===== config.mk =====
export PLATFORM = sky130hd
export DESIGN_NAME = msic_merge
export DESIGN_NICKNAME = d
export VERILOG_FILES = /design/src/rtl/msic_pkg.sv /design/src/rtl/msic_merge.sv
export SDC_FILE = /design/constraint.sdc
export NUM_CORES = 1
export LEC_CHECK = 0
export ABC_AREA = 1
export ABC_CLOCK_PERIOD_IN_PS = 9800
export CORE_UTILIZATION = 60
export DETAILED_ROUTE_END_ITERATION = 7
export DONT_BUFFER_PORTS = 1
export PLACE_DENSITY = 0.76
export SLEW_MARGIN = 20
export SYNTH_ARGS = -nofsm -noshare
export SYNTH_HDL_FRONTEND = slang
export SYNTH_SLANG_ARGS = --single-unit

===== constraint.sdc =====
create_clock -name clk_i -period 9.8 [get_ports clk_i]
set_input_delay 2.94 -clock clk_i [delete_from_list [all_inputs] [get_ports clk_i]]
set_output_delay 2.94 -clock clk_i [all_outputs]
set_load 0.02 [all_outputs]

===== src/rtl/msic_pkg.sv =====
// Shared types and constants for the merge sort inversion counter.
package msic_pkg;

  localparam int ValueW = 32;
  localparam int IndexW = 10;
  localparam int CountW = 19;
  localparam int StatusW = 2;

  localparam logic [CountW-1:0] CountMax = 19'h7FFFF;

  localparam logic ModeLoad = 1'b0;
  localparam logic ModeRead = 1'b1;

  localparam logic [StatusW-1:0] StatusOk       = 2'd0;
  localparam logic [StatusW-1:0] StatusOverflow = 2'd1;
  localparam logic [StatusW-1:0] StatusRange    = 2'd2;

  typedef struct packed {
    logic                     mode;
    logic signed [ValueW-1:0] value;
    logic [IndexW-1:0]        index;
    logic                     last;
  } msic_in_t;

  typedef struct packed {
    logic signed [ValueW-1:0] sorted_value;
    logic [CountW-1:0]        inversion_count;
    logic                     inversion_parity;
    logic [StatusW-1:0]       status;
  } msic_out_t;

  // Status of the merge engine toward the control logic.
  typedef struct packed {
    logic busy;
    logic done;
    logic pass_end;
    logic add_en;
  } msic_eng_t;

endpackage


===== src/rtl/msic_merge.sv =====
// Bottom-up merge: walks passes and runs, one word per cycle except in setup.
module msic_merge import msic_pkg::*; #(
  parameter int MAX_ITEMS = 1024
) (
  input  logic                                 clk_i,
  input  logic                                 rst_ni,
  input  logic                                 start_i,
  input  logic [$clog2(MAX_ITEMS+1)-1:0]       count_i,
  input  logic signed [ValueW-1:0]             src0_i,
  input  logic signed [ValueW-1:0]             src1_i,
  output logic [$clog2(MAX_ITEMS)-1:0]         raddr0_o,
  output logic [$clog2(MAX_ITEMS)-1:0]         raddr1_o,
  output logic                                 we_o,
  output logic [$clog2(MAX_ITEMS)-1:0]         waddr_o,
  output logic signed [ValueW-1:0]             wdata_o,
  output logic [$clog2(MAX_ITEMS+1)-1:0]       add_o,
  output msic_eng_t                            stat_o
);

  localparam int AW = $clog2(MAX_ITEMS);
  localparam int CW = $clog2(MAX_ITEMS + 1);
  localparam int PW = CW + 2;

  typedef enum logic [1:0] {StIdle, StSetup, StMerge} state_e;

  state_e        state_q, state_d;
  logic [PW-1:0] n_q, n_d, w_q, w_d, lo_q, lo_d;
  logic [PW-1:0] mid_q, mid_d, hi_q, hi_d;
  logic [PW-1:0] p_q, p_d, q_q, q_d, k_q, k_d;
  logic [PW-1:0] lo_w, lo_2w, w_2;
  logic          take_left;

  always_comb begin
    state_d = state_q;
    n_d     = n_q;
    w_d     = w_q;
    lo_d    = lo_q;
    mid_d   = mid_q;
    hi_d    = hi_q;
    p_d     = p_q;
    q_d     = q_q;
    k_d     = k_q;
    we_o    = 1'b0;
    add_o   = '0;
    stat_o  = '0;
    stat_o.busy = (state_q != StIdle);
    w_2     = w_q << 1;
    lo_w    = lo_q + w_q;
    lo_2w   = lo_q + w_2;
    take_left = (p_q <= mid_q) && ((q_q > hi_q) || (src0_i <= src1_i));
    waddr_o = k_q[AW-1:0];
    wdata_o = take_left ? src0_i : src1_i;

    unique case (state_q)
      StIdle: begin
        if (start_i) begin
          n_d     = PW'(count_i);
          w_d     = PW'(1);
          lo_d    = '0;
          state_d = StSetup;
        end
      end
      StSetup: begin
        // A run whose right half lies past the end is copied as it is.
        mid_d   = (lo_w > n_q) ? n_q - PW'(1) : lo_w - PW'(1);
        hi_d    = (lo_2w > n_q) ? n_q - PW'(1) : lo_2w - PW'(1);
        p_d     = lo_q;
        q_d     = lo_w;
        k_d     = lo_q;
        state_d = StMerge;
      end
      StMerge: begin
        we_o = 1'b1;
        k_d  = k_q + PW'(1);
        if (take_left) begin
          p_d = p_q + PW'(1);
        end else begin
          q_d = q_q + PW'(1);
          if (p_q <= mid_q) begin
            stat_o.add_en = 1'b1;
            add_o = CW'(mid_q - p_q + PW'(1));
          end
        end
        if (k_q == hi_q) begin
          if (lo_2w < n_q) begin
            lo_d    = lo_2w;
            state_d = StSetup;
          end else begin
            stat_o.pass_end = 1'b1;
            w_d = w_2;
            if (w_2 < n_q) begin
              lo_d    = '0;
              state_d = StSetup;
            end else begin
              stat_o.done = 1'b1;
              state_d     = StIdle;
            end
          end
        end
      end
      default: state_d = StIdle;
    endcase

    // Address the next heads so that their words arrive in the next cycle.
    raddr0_o = p_d[AW-1:0];
    raddr1_o = q_d[AW-1:0];
  end

  always_ff @(posedge clk_i or negedge rst_ni) begin
    if (!rst_ni) begin
      state_q <= StIdle;
    end else begin
      state_q <= state_d;
    end
  end

  always_ff @(posedge clk_i) begin
    n_q   <= n_d;
    w_q   <= w_d;
    lo_q  <= lo_d;
    mid_q <= mid_d;
    hi_q  <= hi_d;
    p_q   <= p_d;
    q_q   <= q_d;
    k_q   <= k_d;
  end

endmodule


==> impl_metrics.yaml, run 1 <==
clocking:
  clk_pin_slew_ps: 70
  clock_path_buffers: 2
  cts_tree: "yes"
  ctsHoldBuffers: 0
  cts_root_buf: "clkbuf_16"
  cts_made_buffers: 9
  cts-resized-gates: 0
  cts.sinks: 104
  clk_latency_ps: 370
  cts_setup_buffers: 0
  h-tree-depth: 3
placed_design:
  place.detailed.hpwl_mm: 21.1
  portBuffers: 0
  gp_congestion: 0.926
finish:
  layout_common_cells: "nand2_1, inv_1, ha_1, a21oi_1, nor2_1"
  syn_to_final_growth_pct: 2.49
  layout-drive-gt1-share: 0.0442
  nNetsFinal: 1573
  n_antenna_cell: 0
  final_common_cell: "nand2_1"
setup_path:
  rrSetupSlack_ps: 5430
  crit_required_ps: 6860
  reg2reg_from: "w_q[0]"
  cp-start-kind: "input pin"
  r2r_cells: 19
  rr_endpoint: "mid_q[8]"
  arrival_ps: 5690
  path_max_fanout: 43
  crit_type: "in -> out"
  end_kind: "primary output"
global_route:
  grt_pass1_vias: 8439
  grtUsageTotal: 0.308
  grt_max_degree: 50
  grt-ovfl-total: 0
  antenna_found_initial: 0
  grt_pass1_wl_mm: 42.4
logic_synthesis:
  ys.flop_type: "edfxtp_1"
  yosys.area.top_type: "edfxtp_1"
  synth-seq-cells: 104
  synth_cell_type_count: 49
  yosysTopAreaCellShare: 0.239
  seq_area_frac_synth: 0.283
  syn_area_um2: 10300
  syn_avg_cell_area_um2: 7.38
  synth_edf_count: 82
  yosys_warnings: 0
  synthArstFlopShare: 0.0192
  synthTopCellsByArea: "edfxtp_1, ha_1, nand2_1"
  synthCells: 1394
worst_hold_path:
  holdPathStages: 2
  hp-start: "state_q[1]"
  worstHoldEndpoint: "state_q[1]"
  hold_path_class: "reg -> reg"
sta:
  slew_headroom: 0.355
  fmax_mhz: 116
  tns_ps: 0
  skew_ps: 14.3
  fin_crit_ps: 8630
  max_slew.worst_pin.slew_ps: 967
  drv_slew: 0
  hold_viol: 0
  rsz0062_at_grt: "false"
  setup-violations-final: 0
  period_share: 0.880
floorplan:
  die_h_um: 133
  dieArea_um2: 17700
  initial_core_util: 0.618
  die_w_um: 133
  boundaryPins: 156
  core_area_um2: 16600
  rows: 47
detailed_routing:
  drc: 0
  wl_per_cell_um: 16.9
  routed_wl_mm: 26.7
  via_count: 8962
  vias_per_cell: 5.69
  drt_iter0_drc: 754
  ant_nets: 0
  dr.pass1.iters: 5
run_status:
  status: "completed"
run:
  drv_cap: 0
worst max path at each step:
stage / start / endpoint / slack, ps / cells past startpoint
2_1_floorplan: src1_i[31] / wdata_o[14] / 2090 / 13
3_3_place_gp: src1_i[31] / wdata_o[24] / 1290 / 14
3_5_place_dp: src1_i[31] / wdata_o[23] / 1190 / 14
4_1_cts: src1_i[31] / wdata_o[23] / 1170 / 14
5_1_grt: src1_i[31] / wdata_o[20] / 920 / 14
6_report: src1_i[31] / wdata_o[23] / 1170 / 14
synthesized netlist by cell type, types with 5 or more instances:
library cell  number
o21ai_1            7
xnor2_1           20
nand4_1           18
a21oi_1          124
nand3_1           99
dfxtp_1           20
ha_1             140
edfxtp_1          82
inv_1            211
nor4_1             6
o21bai_1           5
buf_2             10
nor3_1            19
clkbuf_1          10
buf_4             32
nand2_1          310
xor2_1            50
nand3b_1           6
nor2_1           111
o21ai_0           39
nor2_2            15
metal layers:
layer	up-vias	routed length, µm	GRT usage
met5	-	0	0
met4	0	1050	0.142
met3	64	1920	0.0437
met2	363	12700	0.532
met1	4083	11000	0.378
li1	4452	-	-
worst max-delay path, cell delays in order:
cell,delay [ps]
inv_1,30
ha_1,330
a21oi_1,170
o21a_1,140
nand2_1,50
a21oi_1,150
nand2_1,70
nand2_1,70
nand3_2,50
buf_4,220
nand2_2,500
buf_4,460
nor2_1,80
a21oi_1,400
sequential cells by signal, summed over array words and instances (netlist names):
signal	count
mid_q	13
hi_q	13
q_q	13
lo_q	13
n_q	11
w_q	13
p_q	13
state_q	2
k_q	13
cell type report:
| type | count | area, µm² |
|---|---|---|
| Multi-Input combinational cell | 1019 | 6210 |
| Fill cell | 1496 | 6100 |
| Sequential cell | 104 | 2910 |
| Inverter | 213 | 802 |
| Tap cell | 220 | 275 |
| Clock buffer | 9 | 225 |
| Clock inverter | 7 | 91.3 |
| Timing Repair Buffer | 4 | 30.0 |
stage by stage:
step	util	hold slack [ps]	worst slack [ps]	instance area (µm²)	instances
3_5_place_dp	0.615	537	1190	10200	1560
6_report	0.634	549	1170	10500	1576
3_3_place_gp	0.615	540	1290	10200	1560
4_1_cts	0.634	554	1170	10500	1576
5_1_grt	0.634	597	919	10500	1576
2_1_floorplan	-	481	2090	10300	1395
logic make-up (layout without fill, tap and decap cells):
family | Yosys count | count (layout) | share of synthesized area
buffers and inverters | 272 | 233 | 0.115
flip-flops | 104 | 104 | 0.283
XOR/XNOR | 74 | 74 | 0.0659
other | 1 | 2 | 0.000365
AO/OA/AOI/OAI | 199 | 199 | 0.105
adder cells (fa/ha/maj) | 144 | 144 | 0.178
AND/OR/NAND/NOR | 600 | 600 | 0.252
Power of run 1 is not shown: default switching activity piles up to over one toggle a cycle in this logic, so the estimate is an artifact.
==> inputs of run 2 (changes only) <==
ABC_AREA = 0   (was 1)
==> run 2 against run 1 <==
  * Via count is 13% lower
  * Count of clock-buffer cells in the layout unchanged
  * Cell area decreased by 4.4%
  * Synthesized area shrank 4.9%
  * Hold slack better by 36 ps
  * Wire length down 8.7%
  * Clock skew down 2.8 ps
  * Sequential share of layout area is 1.3 points higher
  * First-iteration DRC count is 1.3% lower
  * Sequential cell count is the same
  * Non-clock buffer count is 4 higher
  * Critical path depth decreased by 3
  * Critical path type unchanged
  * Largest cell class unchanged
==> impl_metrics.yaml, run 2 <==
worst_hold_path:
  hold_path_class: "reg -> reg"
  hp-start: "state_q[1]"
global_route:
  antenna_found_initial: 0
  grt-ovfl-total: 0
  grtUsageTotal: 0.299
  grt_pass1_wl_mm: 37.8
  grt_pass1_vias: 7341
  grt_max_degree: 59
sta:
  period_share: 0.900
  slew_headroom: 0.347
  setup-violations-final: 0
  fmax_mhz: 113
  fin_crit_ps: 8820
  max_slew.worst_pin.slew_ps: 955
  hold_viol: 0
  drv_slew: 0
  skew_ps: 11.6
  tns_ps: 0
  rsz0062_at_grt: "false"
floorplan:
  die_h_um: 130
  core_area_um2: 15900
  dieArea_um2: 16800
  boundaryPins: 156
  rows: 46
  die_w_um: 130
  initial_core_util: 0.616
clocking:
  h-tree-depth: 3
  cts_tree: "yes"
  cts_made_buffers: 9
  cts_root_buf: "clkbuf_16"
  cts_setup_buffers: 0
  cts-resized-gates: 0
  clk_latency_ps: 370
  clock_path_buffers: 2
  cts.sinks: 104
  ctsHoldBuffers: 0
  clk_pin_slew_ps: 80
logic_synthesis:
  yosysTopAreaCellShare: 0.252
  syn_area_um2: 9780
  ys.flop_type: "edfxtp_1"
  synth-seq-cells: 104
  syn_avg_cell_area_um2: 9.09
  synthTopCellsByArea: "edfxtp_1, ha_1, inv_1"
  synthCells: 1076
  synth_cell_type_count: 79
  yosysMostFrequentCell: "ha_1"
  synth_edf_count: 82
  synth_common_cells: "ha_1, inv_1, edfxtp_1"
  yosys.area.top_type: "edfxtp_1"
  synthArstFlopShare: 0.0192
  yosys_warnings: 0
  seq_area_frac_synth: 0.298
detailed_routing:
  wl_per_cell_um: 19.3
  drt_iter0_drc: 744
  routed_wl_mm: 24.4
  dr.pass1.iters: 5
  vias_per_cell: 6.15
  via_count: 7753
  drc: 0
  ant_nets: 0
setup_path:
  cp-start-kind: "input pin"
  cp_slowest_cell: "o221ai_1"
  crit_chain: "inv_1, ha_1, a21o_1, a221o_1, a221oi_2, o21ai_1, a21oi_2, mux2_4, a21oi_4, nand2_1, o221ai_1"
  path_buf_inv: 1
  crit_required_ps: 6860
  path_max_fanout: 14
  end_kind: "primary output"
  arrival_ps: 5880
  reg2reg_from: "lo_q[0]"
  crit_type: "in -> out"
  startpoint: "src1_i[25]"
  cp_top_family: "compound AO/OA/AOI/OAI gates"
  max_stage_delay_ps: 610
finish:
  nNetsFinal: 1262
  layout-drive-gt1-share: 0.0718
  n_antenna_cell: 0
  syn_to_final_growth_pct: 3.10
  final_cells: 1261
  fillers: 1325
  layout_common_cells: "ha_1, inv_1, edfxtp_1, nor2_1, a21oi_1"
  final_common_cell: "ha_1"
placed_design:
  portBuffers: 0
  gp_congestion: 0.939
  place.detailed.hpwl_mm: 19.4
  placed_cells: 1245
run_status:
  status: "completed"
run:
  drv_cap: 0
-- run 2: path summary, 6_finish.rpt --
kind / slack (ps) / cells after the start / to
worst min-delay path: 580 / 1 / state_q[1]
max in group asynchronous: 7480 / 0 / state_q[1]
min in group asynchronous: 2250 / 0 / state_q[0]
worst max register to register: 4850 / 16 / mid_q[4]
worst min register to register: 580 / 1 / state_q[1]
worst max-delay path: 980 / 11 / raddr1_o[1]
-- run 2: routing by layer --
layer,GRT usage,up-vias,share of wire
met3,0.0491,60,0.068
li1,-,3753,-
met2,0.494,327,0.47
met5,0,-,0
met1,0.380,3613,0.42
met4,0.144,0,0.040
-- run 2: cell type report --
type,instances,area [µm²],share of cell area
clock buffers,9,225,0.0223
clock inverters,7,86.3,0.00856
inverters,118,443,0.0439
multi-input cells,799,6090,0.604
flip-flops and latches,104,2910,0.289
well taps,216,270,0.0268
repair buffers,8,60.1,0.00596
-- run 2: metrics by stage --
stage	worst slack, ps	cell area, µm²	hold slack (ps)	utilization
after floorplan	1390	9780	509	-
after global placement	1120	9770	558	0.615
after detailed placement	1070	9770	569	0.615
after CTS	1060	10100	587	0.635
after global routing	858	10100	609	0.635
final	978	10100	584	0.635
-- run 2: kinds of logic after synthesis --
logic type | Yosys count | synth area share
multiplexers | 59 | 0.0650
XOR/XNOR | 80 | 0.0716
AO/OA/AOI/OAI | 205 | 0.140
adder cells (fa/ha/maj) | 144 | 0.187
other | 1 | 0.000383
buffers and inverters | 174 | 0.0808
flip-flops | 104 | 0.298
AND/OR/NAND/NOR | 309 | 0.157
Power of run 2 is left out for the same reason.
